`src/sv/dcm_pkg.sv`:
```
// ----------------------------------------------------------------------------
// dcm_pkg
// Shared types, codes, reset values and helper functions for the drive
// command mapper.
// ----------------------------------------------------------------------------
package dcm_pkg;

   localparam int FIELD_W         = 16;
   localparam int UNIT_W          = 15;
   localparam int CSR_INDEX_W     = 3;
   localparam int DEF_QUEUE_DEPTH = 2;

   localparam logic [UNIT_W-1:0] UNIT_ONE       = 15'd16384;
   localparam logic [UNIT_W-1:0] DRIVE_DEADBAND = 15'd492;
   localparam logic [UNIT_W-1:0] BACK_DEADBAND  = 15'd492;
   localparam logic [UNIT_W-1:0] STOP_DEADBAND  = 15'd492;

   typedef enum logic {
      OP_STORE = 1'b0,
      OP_TICK  = 1'b1
   } opcode_type;

   typedef enum logic [1:0] {
      MODE_SPEED   = 2'd0,
      MODE_BRAKE   = 2'd1,
      MODE_NEUTRAL = 2'd2
   } drive_mode_type;

   typedef enum logic [CSR_INDEX_W-1:0] {
      CSR_FWD_LIMIT   = 3'd0,
      CSR_REV_LIMIT   = 3'd1,
      CSR_BRAKE_LIMIT = 3'd2,
      CSR_STEER_GAIN  = 3'd3,
      CSR_STEER_CTR   = 3'd4,
      CSR_STEER_LOW   = 3'd5,
      CSR_STEER_HIGH  = 3'd6,
      CSR_STALE       = 3'd7
   } csr_index_type;

   typedef struct packed {
      logic [FIELD_W-1:0]        fwd_limit;
      logic [FIELD_W-1:0]        rev_limit;
      logic [FIELD_W-1:0]        brake_limit;
      logic signed [FIELD_W-1:0] steer_gain;
      logic [FIELD_W-1:0]        steer_center;
      logic [FIELD_W-1:0]        steer_low;
      logic [FIELD_W-1:0]        steer_high;
      logic [FIELD_W-1:0]        stale_after;
   } cfg_type;

   localparam cfg_type CFG_RESET = '{
      fwd_limit:    16'd14000,
      rev_limit:    16'd5000,
      brake_limit:  16'd20000,
      steer_gain:   -16'sd5161,
      steer_center: 16'd34760,
      steer_low:    16'd9830,
      steer_high:   16'd55706,
      stale_after:  16'd25
   };

   typedef struct packed {
      logic                      neutral;
      logic signed [FIELD_W-1:0] steer;
      logic signed [FIELD_W-1:0] drive;
      logic signed [FIELD_W-1:0] back;
      logic signed [FIELD_W-1:0] stop;
   } job_type;

   function automatic logic signed [FIELD_W-1:0] clamp_steer(
      input logic signed [FIELD_W-1:0] v);
      logic signed [FIELD_W-1:0] r;
      if (v < -16'sd16384) begin
         r = -16'sd16384;
      end else if (v > 16'sd16384) begin
         r = 16'sd16384;
      end else begin
         r = v;
      end
      return r;
   endfunction

   function automatic logic [UNIT_W-1:0] clamp_unit(
      input logic signed [FIELD_W-1:0] v);
      logic [UNIT_W-1:0] r;
      if (v[FIELD_W-1]) begin
         r = '0;
      end else if (v > 16'sd16384) begin
         r = UNIT_ONE;
      end else begin
         r = v[UNIT_W-1:0];
      end
      return r;
   endfunction

   function automatic logic [UNIT_W-1:0] gate_band(
      input logic [UNIT_W-1:0] v,
      input logic [UNIT_W-1:0] band);
      return (v > band) ? v : '0;
   endfunction

endpackage

```
`src/sv/dcm_if.sv`:
```
// ----------------------------------------------------------------------------
// dcm_if
// Valid/ready channels carrying the command words in and the result words out.
// ----------------------------------------------------------------------------
interface dcm_req_if;
   import dcm_pkg::*;

   logic                      valid;
   logic                      ready;
   opcode_type                opcode;
   logic signed [FIELD_W-1:0] steer_cmd;
   logic signed [FIELD_W-1:0] drive_cmd;
   logic signed [FIELD_W-1:0] back_cmd;
   logic signed [FIELD_W-1:0] stop_cmd;

   modport source (
      output valid, opcode, steer_cmd, drive_cmd, back_cmd, stop_cmd,
      input  ready
   );

   modport sink (
      input  valid, opcode, steer_cmd, drive_cmd, back_cmd, stop_cmd,
      output ready
   );
endinterface

interface dcm_rsp_if;
   import dcm_pkg::*;

   logic                      valid;
   logic                      ready;
   drive_mode_type            drive_mode;
   logic signed [FIELD_W:0]   motor_speed;
   logic [FIELD_W-1:0]        brake_current;
   logic [FIELD_W-1:0]        servo_setting;

   modport source (
      output valid, drive_mode, motor_speed, brake_current, servo_setting,
      input  ready
   );

   modport sink (
      input  valid, drive_mode, motor_speed, brake_current, servo_setting,
      output ready
   );
endinterface

```
`src/sv/dcm_front.sv`:
```
// ----------------------------------------------------------------------------
// dcm_front
// Accepts command words, holds the latest command, ages it on each tick and
// queues a classified job for every tick.
// ----------------------------------------------------------------------------
module dcm_front (
   input  logic                      clock,
   input  logic                      reset,
   input  logic [dcm_pkg::FIELD_W-1:0] stale_after,
   dcm_req_if.sink                   req_ch,
   output logic                      push_valid,
   output dcm_pkg::job_type          push_job,
   input  logic                      push_ready
);
   import dcm_pkg::*;

   logic                      held_ff, held_in;
   logic [FIELD_W-1:0]        age_ff, age_in;
   logic signed [FIELD_W-1:0] steer_ff, steer_in;
   logic signed [FIELD_W-1:0] drive_ff, drive_in;
   logic signed [FIELD_W-1:0] back_ff, back_in;
   logic signed [FIELD_W-1:0] stop_ff, stop_in;
   logic                      accept;
   logic                      is_tick;
   logic [FIELD_W-1:0]        age_next;

   always_comb begin
      accept       = req_ch.valid && push_ready;
      req_ch.ready = push_ready;
      is_tick      = (req_ch.opcode == OP_TICK);
      age_next     = (age_ff == '1) ? age_ff : age_ff + 16'd1;

      push_valid       = accept && is_tick;
      push_job.neutral = !held_ff || (age_next > stale_after);
      push_job.steer   = steer_ff;
      push_job.drive   = drive_ff;
      push_job.back    = back_ff;
      push_job.stop    = stop_ff;
   end

   always_comb begin
      held_in  = held_ff;
      age_in   = age_ff;
      steer_in = steer_ff;
      drive_in = drive_ff;
      back_in  = back_ff;
      stop_in  = stop_ff;
      if (accept) begin
         if (is_tick) begin
            age_in = age_next;
         end else begin
            held_in  = 1'b1;
            age_in   = '0;
            steer_in = req_ch.steer_cmd;
            drive_in = req_ch.drive_cmd;
            back_in  = req_ch.back_cmd;
            stop_in  = req_ch.stop_cmd;
         end
      end
   end

   always_ff @(posedge clock) begin
      if (reset) begin
         held_ff <= 1'b0;
         age_ff  <= '0;
      end else begin
         held_ff <= held_in;
         age_ff  <= age_in;
      end
   end

   always_ff @(posedge clock) begin
      steer_ff <= steer_in;
      drive_ff <= drive_in;
      back_ff  <= back_in;
      stop_ff  <= stop_in;
   end

endmodule

```
`src/sv/dcm_queue.sv`:
```
// ----------------------------------------------------------------------------
// dcm_queue
// Short job queue between the front and back halves.
// ----------------------------------------------------------------------------
module dcm_queue #(
   parameter int DEPTH = dcm_pkg::DEF_QUEUE_DEPTH
) (
   input  logic             clock,
   input  logic             reset,
   input  logic             push_valid,
   output logic             push_ready,
   input  dcm_pkg::job_type push_job,
   output logic             pop_valid,
   input  logic             pop_ready,
   output dcm_pkg::job_type pop_job
);
   import dcm_pkg::*;

   localparam int PTR_W = (DEPTH > 1) ? $clog2(DEPTH) : 1;
   localparam int CNT_W = $clog2(DEPTH + 1);

   job_type            entry_ff [DEPTH];
   logic [PTR_W-1:0]   wr_ptr_ff, wr_ptr_in;
   logic [PTR_W-1:0]   rd_ptr_ff, rd_ptr_in;
   logic [CNT_W-1:0]   count_ff, count_in;
   logic               do_push;
   logic               do_pop;

   always_comb begin
      push_ready = (count_ff != CNT_W'(DEPTH));
      pop_valid  = (count_ff != '0);
      pop_job    = entry_ff[rd_ptr_ff];
      do_push    = push_valid && push_ready;
      do_pop     = pop_valid && pop_ready;

      wr_ptr_in = wr_ptr_ff;
      if (do_push) begin
         wr_ptr_in = (wr_ptr_ff == PTR_W'(DEPTH - 1)) ? '0 : wr_ptr_ff + 1'b1;
      end
      rd_ptr_in = rd_ptr_ff;
      if (do_pop) begin
         rd_ptr_in = (rd_ptr_ff == PTR_W'(DEPTH - 1)) ? '0 : rd_ptr_ff + 1'b1;
      end
      count_in = count_ff;
      if (do_push && !do_pop) begin
         count_in = count_ff + 1'b1;
      end else if (do_pop && !do_push) begin
         count_in = count_ff - 1'b1;
      end
   end

   always_ff @(posedge clock) begin
      if (reset) begin
         wr_ptr_ff <= '0;
         rd_ptr_ff <= '0;
         count_ff  <= '0;
      end else begin
         wr_ptr_ff <= wr_ptr_in;
         rd_ptr_ff <= rd_ptr_in;
         count_ff  <= count_in;
      end
   end

   always_ff @(posedge clock) begin
      if (do_push) begin
         entry_ff[wr_ptr_ff] <= push_job;
      end
   end

endmodule

```
`src/sv/dcm_back.sv`:
```
// ----------------------------------------------------------------------------
// dcm_back
// Turns a queued job into speed, brake and servo values and holds the result
// word until the receiver takes it.
// ----------------------------------------------------------------------------
module dcm_back (
   input  logic             clock,
   input  logic             reset,
   input  dcm_pkg::cfg_type cfg,
   input  logic             pop_valid,
   output logic             pop_ready,
   input  dcm_pkg::job_type pop_job,
   dcm_rsp_if.source        rsp_ch
);
   import dcm_pkg::*;

   logic                      out_valid_ff, out_valid_in;
   drive_mode_type            mode_ff, mode_in;
   logic signed [FIELD_W:0]   speed_ff, speed_in;
   logic [FIELD_W-1:0]        brake_ff, brake_in;
   logic [FIELD_W-1:0]        servo_ff, servo_in;
   logic                      load;

   logic signed [FIELD_W-1:0] steer_c;
   logic [UNIT_W-1:0]         drive_g;
   logic [UNIT_W-1:0]         back_g;
   logic [UNIT_W-1:0]         stop_g;
   logic                      brake_on;
   logic                      go_fwd;
   logic [UNIT_W-1:0]         mul_val;
   logic [FIELD_W-1:0]        mul_lim;
   logic [30:0]               scale_prod;
   logic [30:0]               scale_sum;
   logic [FIELD_W-1:0]        mag;
   logic signed [31:0]        servo_prod;
   logic signed [31:0]        servo_rnd;
   logic signed [19:0]        servo_sum;
   logic [FIELD_W-1:0]        lim_lo;
   logic [FIELD_W-1:0]        lim_hi;

   always_comb begin
      steer_c  = clamp_steer(pop_job.steer);
      drive_g  = gate_band(clamp_unit(pop_job.drive), DRIVE_DEADBAND);
      back_g   = gate_band(clamp_unit(pop_job.back), BACK_DEADBAND);
      stop_g   = gate_band(clamp_unit(pop_job.stop), STOP_DEADBAND);
      brake_on = (stop_g != '0);
      go_fwd   = (drive_g >= back_g);

      if (brake_on) begin
         mul_val = stop_g;
         mul_lim = cfg.brake_limit;
      end else if (go_fwd) begin
         mul_val = drive_g;
         mul_lim = cfg.fwd_limit;
      end else begin
         mul_val = back_g;
         mul_lim = cfg.rev_limit;
      end
      scale_prod = 31'(mul_val) * 31'(mul_lim);
      scale_sum  = scale_prod + 31'd8192;
      mag        = scale_sum[29:14];

      servo_prod = steer_c * cfg.steer_gain;
      servo_rnd  = servo_prod + 32'sd2048;
      servo_sum  = $signed({4'b0000, cfg.steer_center}) + $signed(servo_rnd[31:12]);
      lim_lo     = (cfg.steer_low < cfg.steer_high) ? cfg.steer_low : cfg.steer_high;
      lim_hi     = (cfg.steer_low < cfg.steer_high) ? cfg.steer_high : cfg.steer_low;
   end

   always_comb begin
      pop_ready = !out_valid_ff || rsp_ch.ready;
      load      = pop_valid && pop_ready;
      out_valid_in = pop_ready ? pop_valid : out_valid_ff;

      if (pop_job.neutral) begin
         mode_in  = MODE_NEUTRAL;
         speed_in = '0;
         brake_in = '0;
         servo_in = cfg.steer_center;
      end else begin
         if (brake_on) begin
            mode_in  = MODE_BRAKE;
            speed_in = '0;
            brake_in = mag;
         end else begin
            mode_in  = MODE_SPEED;
            brake_in = '0;
            speed_in = go_fwd ? $signed({1'b0, mag}) : -$signed({1'b0, mag});
         end
         if (servo_sum < $signed({4'b0000, lim_lo})) begin
            servo_in = lim_lo;
         end else if (servo_sum > $signed({4'b0000, lim_hi})) begin
            servo_in = lim_hi;
         end else begin
            servo_in = servo_sum[FIELD_W-1:0];
         end
      end
   end

   always_ff @(posedge clock) begin
      if (reset) begin
         out_valid_ff <= 1'b0;
      end else begin
         out_valid_ff <= out_valid_in;
      end
   end

   always_ff @(posedge clock) begin
      if (load) begin
         mode_ff  <= mode_in;
         speed_ff <= speed_in;
         brake_ff <= brake_in;
         servo_ff <= servo_in;
      end
   end

   always_comb begin
      rsp_ch.valid         = out_valid_ff;
      rsp_ch.drive_mode    = mode_ff;
      rsp_ch.motor_speed   = speed_ff;
      rsp_ch.brake_current = brake_ff;
      rsp_ch.servo_setting = servo_ff;
   end

endmodule

```
`src/sv/drive_command_mapper.sv`:
```
// ----------------------------------------------------------------------------
// drive_command_mapper
// Holds the latest drive command and maps it to speed, brake and servo words
// on each output tick.
//
// req_ch takes command words: a store word latches steering, throttle, reverse
// and brake and gives no result; a tick word ages the held command and gives
// exactly one result word on rsp_ch (neutral when nothing is held or the
// command is stale). csr_we/csr_index/csr_wdata write the eight settings.
// The user must use them only while the block is idle, which is not enforced.
// A tick word's job is written into the queue when accepted, then into the
// back half's output register that drives rsp_ch. One word is accepted per
// cycle while req_ch.ready is high; req_ch.ready is the ready of a job queue,
// two entries deep by default, ahead of that output register, so it drops
// only when the queue is full behind a stalled rsp_ch.
// The back half does one scaling multiply and one servo multiply per cycle.
// Reset is synchronous: no command is held, the age clears, the queue and
// output register empty and the settings return to their defaults.
// ----------------------------------------------------------------------------
module drive_command_mapper #(
   parameter int QUEUE_DEPTH = dcm_pkg::DEF_QUEUE_DEPTH
) (
   input  logic                           clock,
   input  logic                           reset,
   input  logic                           csr_we,
   input  logic [dcm_pkg::CSR_INDEX_W-1:0] csr_index,
   input  logic [dcm_pkg::FIELD_W-1:0]     csr_wdata,
   dcm_req_if.sink                        req_ch,
   dcm_rsp_if.source                      rsp_ch
);
   import dcm_pkg::*;

   cfg_type cfg_ff, cfg_in;
   logic    push_valid;
   logic    push_ready;
   job_type push_job;
   logic    pop_valid;
   logic    pop_ready;
   job_type pop_job;

   always_comb begin
      cfg_in = cfg_ff;
      if (csr_we) begin
         case (csr_index_type'(csr_index))
            CSR_FWD_LIMIT:   cfg_in.fwd_limit    = csr_wdata;
            CSR_REV_LIMIT:   cfg_in.rev_limit    = csr_wdata;
            CSR_BRAKE_LIMIT: cfg_in.brake_limit  = csr_wdata;
            CSR_STEER_GAIN:  cfg_in.steer_gain   = $signed(csr_wdata);
            CSR_STEER_CTR:   cfg_in.steer_center = csr_wdata;
            CSR_STEER_LOW:   cfg_in.steer_low    = csr_wdata;
            CSR_STEER_HIGH:  cfg_in.steer_high   = csr_wdata;
            CSR_STALE:       cfg_in.stale_after  = csr_wdata;
            default:         cfg_in = cfg_ff;
         endcase
      end
   end

   always_ff @(posedge clock) begin
      if (reset) begin
         cfg_ff <= CFG_RESET;
      end else begin
         cfg_ff <= cfg_in;
      end
   end

   dcm_front u_front (
      .clock       (clock),
      .reset       (reset),
      .stale_after (cfg_ff.stale_after),
      .req_ch      (req_ch),
      .push_valid  (push_valid),
      .push_job    (push_job),
      .push_ready  (push_ready)
   );

   dcm_queue #(
      .DEPTH (QUEUE_DEPTH)
   ) u_queue (
      .clock      (clock),
      .reset      (reset),
      .push_valid (push_valid),
      .push_ready (push_ready),
      .push_job   (push_job),
      .pop_valid  (pop_valid),
      .pop_ready  (pop_ready),
      .pop_job    (pop_job)
   );

   dcm_back u_back (
      .clock     (clock),
      .reset     (reset),
      .cfg       (cfg_ff),
      .pop_valid (pop_valid),
      .pop_ready (pop_ready),
      .pop_job   (pop_job),
      .rsp_ch    (rsp_ch)
   );

endmodule
```
`src/flat_wrapper.sv`:
```
// flat-port wrapper written by rule: the top's interface ports become plain ports
module drive_command_mapper_flat import dcm_pkg::*;
#(
   parameter int QUEUE_DEPTH = dcm_pkg::DEF_QUEUE_DEPTH
)
  (clock, reset, csr_we, csr_index, csr_wdata, req_ch_valid, req_ch_opcode, req_ch_steer_cmd, req_ch_drive_cmd, req_ch_back_cmd, req_ch_stop_cmd, req_ch_ready, rsp_ch_valid, rsp_ch_drive_mode, rsp_ch_motor_speed, rsp_ch_brake_current, rsp_ch_servo_setting, rsp_ch_ready);
  dcm_req_if req_ch_i ();
  dcm_rsp_if rsp_ch_i ();
  input  logic clock;
  input  logic reset;
  input  logic csr_we;
  input  logic [dcm_pkg::CSR_INDEX_W-1:0] csr_index;
  input  logic [dcm_pkg::FIELD_W-1:0] csr_wdata;
  input wire logic [$bits(req_ch_i.valid)-1:0] req_ch_valid;
  input wire logic [$bits(req_ch_i.opcode)-1:0] req_ch_opcode;
  input wire logic [$bits(req_ch_i.steer_cmd)-1:0] req_ch_steer_cmd;
  input wire logic [$bits(req_ch_i.drive_cmd)-1:0] req_ch_drive_cmd;
  input wire logic [$bits(req_ch_i.back_cmd)-1:0] req_ch_back_cmd;
  input wire logic [$bits(req_ch_i.stop_cmd)-1:0] req_ch_stop_cmd;
  output wire logic [$bits(req_ch_i.ready)-1:0] req_ch_ready;
  output wire logic [$bits(rsp_ch_i.valid)-1:0] rsp_ch_valid;
  output wire logic [$bits(rsp_ch_i.drive_mode)-1:0] rsp_ch_drive_mode;
  output wire logic [$bits(rsp_ch_i.motor_speed)-1:0] rsp_ch_motor_speed;
  output wire logic [$bits(rsp_ch_i.brake_current)-1:0] rsp_ch_brake_current;
  output wire logic [$bits(rsp_ch_i.servo_setting)-1:0] rsp_ch_servo_setting;
  input wire logic [$bits(rsp_ch_i.ready)-1:0] rsp_ch_ready;
  assign req_ch_i.valid = req_ch_valid;
  assign req_ch_i.opcode = req_ch_opcode;
  assign req_ch_i.steer_cmd = req_ch_steer_cmd;
  assign req_ch_i.drive_cmd = req_ch_drive_cmd;
  assign req_ch_i.back_cmd = req_ch_back_cmd;
  assign req_ch_i.stop_cmd = req_ch_stop_cmd;
  assign req_ch_ready = req_ch_i.ready;
  assign rsp_ch_valid = rsp_ch_i.valid;
  assign rsp_ch_drive_mode = rsp_ch_i.drive_mode;
  assign rsp_ch_motor_speed = rsp_ch_i.motor_speed;
  assign rsp_ch_brake_current = rsp_ch_i.brake_current;
  assign rsp_ch_servo_setting = rsp_ch_i.servo_setting;
  assign rsp_ch_i.ready = rsp_ch_ready;
  drive_command_mapper #(.QUEUE_DEPTH(QUEUE_DEPTH)) u_core (.clock(clock), .reset(reset), .csr_we(csr_we), .csr_index(csr_index), .csr_wdata(csr_wdata), .req_ch(req_ch_i), .rsp_ch(rsp_ch_i));
endmodule
```
`config.mk`:
```
export PLATFORM = sky130hd
export DESIGN_NAME = drive_command_mapper_flat
export DESIGN_NICKNAME = d
export VERILOG_FILES = /design/src/sv/dcm_pkg.sv /design/src/sv/dcm_if.sv /design/src/sv/dcm_front.sv /design/src/sv/dcm_queue.sv /design/src/sv/dcm_back.sv /design/src/sv/drive_command_mapper.sv /design/src/flat_wrapper.sv
export SDC_FILE = /design/constraint.sdc
export NUM_CORES = 2
export LEC_CHECK = 0
export BUFFER_PORTS_ARGS = -buffer_cell sky130_fd_sc_hd__buf_4
export CORE_ASPECT_RATIO = 0.6
export CORE_MARGIN = 1.5
export CORE_UTILIZATION = 40
export DETAILED_ROUTE_END_ITERATION = 8
export SETUP_SLACK_MARGIN = 0.2
export SKIP_CTS_REPAIR_TIMING = 1
export SLEW_MARGIN = 40
export SYNTH_ARGS = -nofsm -noshare
export SYNTH_HDL_FRONTEND = slang
export SYNTH_HIERARCHICAL = 1
export SYNTH_SLANG_ARGS = --single-unit
```
`constraint.sdc`:
```
create_clock -name clock -period 16.1 [get_ports clock]
set_input_delay 3.22 -clock clock [delete_from_list [all_inputs] [get_ports clock]]
set_output_delay 3.22 -clock clock [all_outputs]
set_load 0.03 [all_outputs]
```
==> results.toml <==
[clock_tree]
htreeDepth = 2
clk_latency_ns = 0.58
ctsRootBufferMaster = "clkbuf_16"
clk_path_buf_depth = 3
cts-buffers-inserted = 41
clock_sinks = 396
cts_tree = "built"
clk_pin_slew_ns = 0.06

[logic_synthesis]
ys_types = 96
mappedNetlistArea_sq_um = 37400
muxShareOfSynthArea_pct = 6.18
synth_common_cells = "inv_1 (529), fa_1 (443), nand2_1 (400), nor2_1 (305), ha_1 (271)"
synth_top_family_by_area = "adder cells"
synth_nets = 4573
yosys.area.top_type = "fa_1"
yosys.area_share.simple_pct = 15.2
synth-edff-count = 245
synth_fa_ha_area_share_pct = 32.8
synth_ff_type = "edfxtp_1"
synth_compound_area_share_pct = 8.86
synth.most_common_cell = "inv_1"
synth_top_area_share_pct = 23.7
synthTopCellsByArea = "fa_1 (24%), edfxtp_1 (20%), ha_1 (9.1%), dfxtp_1 (8.1%), inv_1 (5.3%)"
synthCells = 3770
synth-seq-cells = 396
synthArstFlopShare_pct = 0
avgSynthCellArea_sq_um = 9.91
synth_xor_area_share_pct = 1.69
seq_area_frac_synth_pct = 27.8
synth_warnings = 6

[setup_path]
crit_required_ns = 16.41
cp.arrival_ns = 13.98
worstSetupStartpointType = "flop"
crit_top_cell = "fa_1"
reg2reg_slack_ns = 2.43
cp_slowest_cell = "dfxtp_2"
reg2reg_depth = 46
reg2reg_to = "u_core/u_back/rsp_ch.servo_setting[12]$_DFFE_PP_"
endpoint_kind = "flop"
worstPathMaxFanout = 60
worstSetupPathType = "flop to flop"
crit_family = "compound AO/OA/AOI/OAI gates"
crit_buf_inv = 5
max_stage_delay_ns = 0.77

[grt]
grt_pass1_vias = 25956
grt_first_pass_wirelength_um = 163000
grt_max_degree = 121
grt_overflow = 0
antenna_found_initial = 5
grtUsageTotal_pct = 22.7

[sta]
fin_setup_tns_ns = 0
fmax_ghz = 0.0731
setup_violations = 0
skew_ns = 0.0206
finalHoldViolCount = 0
slew_headroom_pct = 42.4
fin_crit_ns = 13.67
rsz0062_at_grt = "false"
fin_crit_sh_pct = 84.9
maxSlewViolCount = 0
worst_pin_slew_ns = 0.864

[die]
die_x_um = 398
std_cell_rows = 86
fp.coreArea_sq_um = 92200
fp.dieH_um = 240
start_util_pct = 40.5
io_pins = 142
dieArea_sq_um = 95300

[final_layout]
finalInstanceArea_sq_um = 41100
syn2layout_area_growth_pct = 9.87
nets = 4640
fin_cells = 5103
drive_above_1_share_pct = 10.1

[routing]
drt-total-wl_um = 108000
drt-vias-per-instance = 5.34
drt_iter0_drc = 2719
post_drt_wl_per_cell_um = 21.1
drc = 0
num_vias = 27249
dr.pass1.iters = 6
ant_nets = 0

[place]
postPlaceCellArea_sq_um = 39600
dp_cells = 5024
gp_congestion = 0.983
hpwl_um = 87500
port_buffers = 141

[worst_hold_path]
min_from = "u_core/u_front/stop_ff[8]$_DFFE_PP_"
hp-class = "flop to flop"
worstHoldEndpoint = "u_core/u_queue/entry_ff[1][8]$_DFFE_PP_"
hold_path_depth = 0

[flow_run]
drv_cap = 0

[outcome]
status = "finished clean"
==> cells in the final DEF (no fill, tap or decap), types with 17 or more instances in the layout <==
master     synthesis  final
o21a_1            21     21
nand2_1          400    400
a22oi_1           26     25
nor4_1            17     17
nand2b_1         123    123
and2_1            81     80
nand3_1           42     42
clkbuf_16          0     43
a21oi_1          143    136
ha_1             271    270
and3_1            67     66
nor3_1            25     25
a21o_1            58     58
or3_1             17     17
xor2_1            21     21
mux2i_1          153    153
fa_1             443    443
nand4_1           30     30
nor2_1           305    304
o21ai_0           81     81
edfxtp_1         245    245
a31oi_1           17     17
xnor2_1           51     50
buf_4              8    182
inv_1            529    528
mux2_2            69     69
dfxtp_1          151    150
==> how the worst max path moves through the flow <==
| stage | slack, ns | cells past startpoint | to |
|---|---|---|---|
| 6_report | 2.43 | 46 | u_core/u_back/rsp_ch.servo_setting[12]$_DFFE_PP_ |
| 5_1_grt | 1.70 | 46 | u_core/u_back/rsp_ch.servo_setting[12]$_DFFE_PP_ |
| 4_1_cts | 2.60 | 46 | u_core/u_back/rsp_ch.servo_setting[13]$_DFFE_PP_ |
| 3_5_place_dp | 2.62 | 46 | u_core/u_back/rsp_ch.servo_setting[13]$_DFFE_PP_ |
| 3_3_place_gp | 2.38 | 46 | u_core/u_back/rsp_ch.servo_setting[13]$_DFFE_PP_ |
| 2_1_floorplan | 4.60 | 49 | u_core/u_back/rsp_ch.servo_setting[10]$_DFFE_PP_ |
==> metrics by stage <==
step                hold slack [ns]  setup slack (ns)  util (%)
floorplan                     0.421              4.60         -
global placement              0.426              2.38      42.9
detailed placement            0.430              2.62      42.9
CTS                           0.445              2.60      44.4
global route                  0.449              1.70      44.5
finish                        0.443              2.43      44.5
==> metal layers <==
metal | global-route usage, % | vias up | part of all wire [%]
li1 | - | 12654 | -
met1 | 37.6 | 13394 | 52
met2 | 26.4 | 1126 | 34
met3 | 9.46 | 73 | 13
met4 | 3.08 | 2 | 1.1
met5 | 0 | - | 0.012
==> flip-flops by register name (all words and copies together) (netlist names), named ones only <==
name and flops:
u_core/cfg_ff 128, u_core/u_front/back_ff 16, u_core/u_back/rsp_ch.motor_speed 17, u_core/u_queue/wr_ptr_ff 1, u_core/u_back/rsp_ch.drive_mode 2, u_core/u_queue/rd_ptr_ff 1, u_core/u_front/held_ff 1, u_core/u_front/age_ff 16
u_core/u_front/stop_ff 16, u_core/u_back/rsp_ch.brake_current 16, u_core/u_queue/entry_ff 130, u_core/u_front/steer_ff 16, u_core/u_back/rsp_ch.valid 1, u_core/u_back/rsp_ch.servo_setting 16, u_core/u_queue/count_ff 2, u_core/u_front/drive_ff 16
==> area by class of cell <==
type | count | area [sq um]
clock buffer | 54 | 1170
timing repair buffer | 187 | 1410
antenna | 3 | 7.51
sequential | 396 | 10400
inverter | 530 | 1990
fill | 8708 | 51200
tap | 1232 | 1540
clock inverter | 20 | 218
multi-input combinational | 2681 | 24300
==> cell families after synthesis <==
kind of cell,count (synthesis)
multiplexers,222
buffers and inverters,693
adder cells (fa/ha/maj),714
XOR/XNOR,72
AND/OR/NAND/NOR,1180
AO/OA/AOI/OAI,493
flip-flops,396
Power is left out: the tool's default activity adds up to more than one toggle a clock period on the data nets, which glitch-free logic cannot reach.
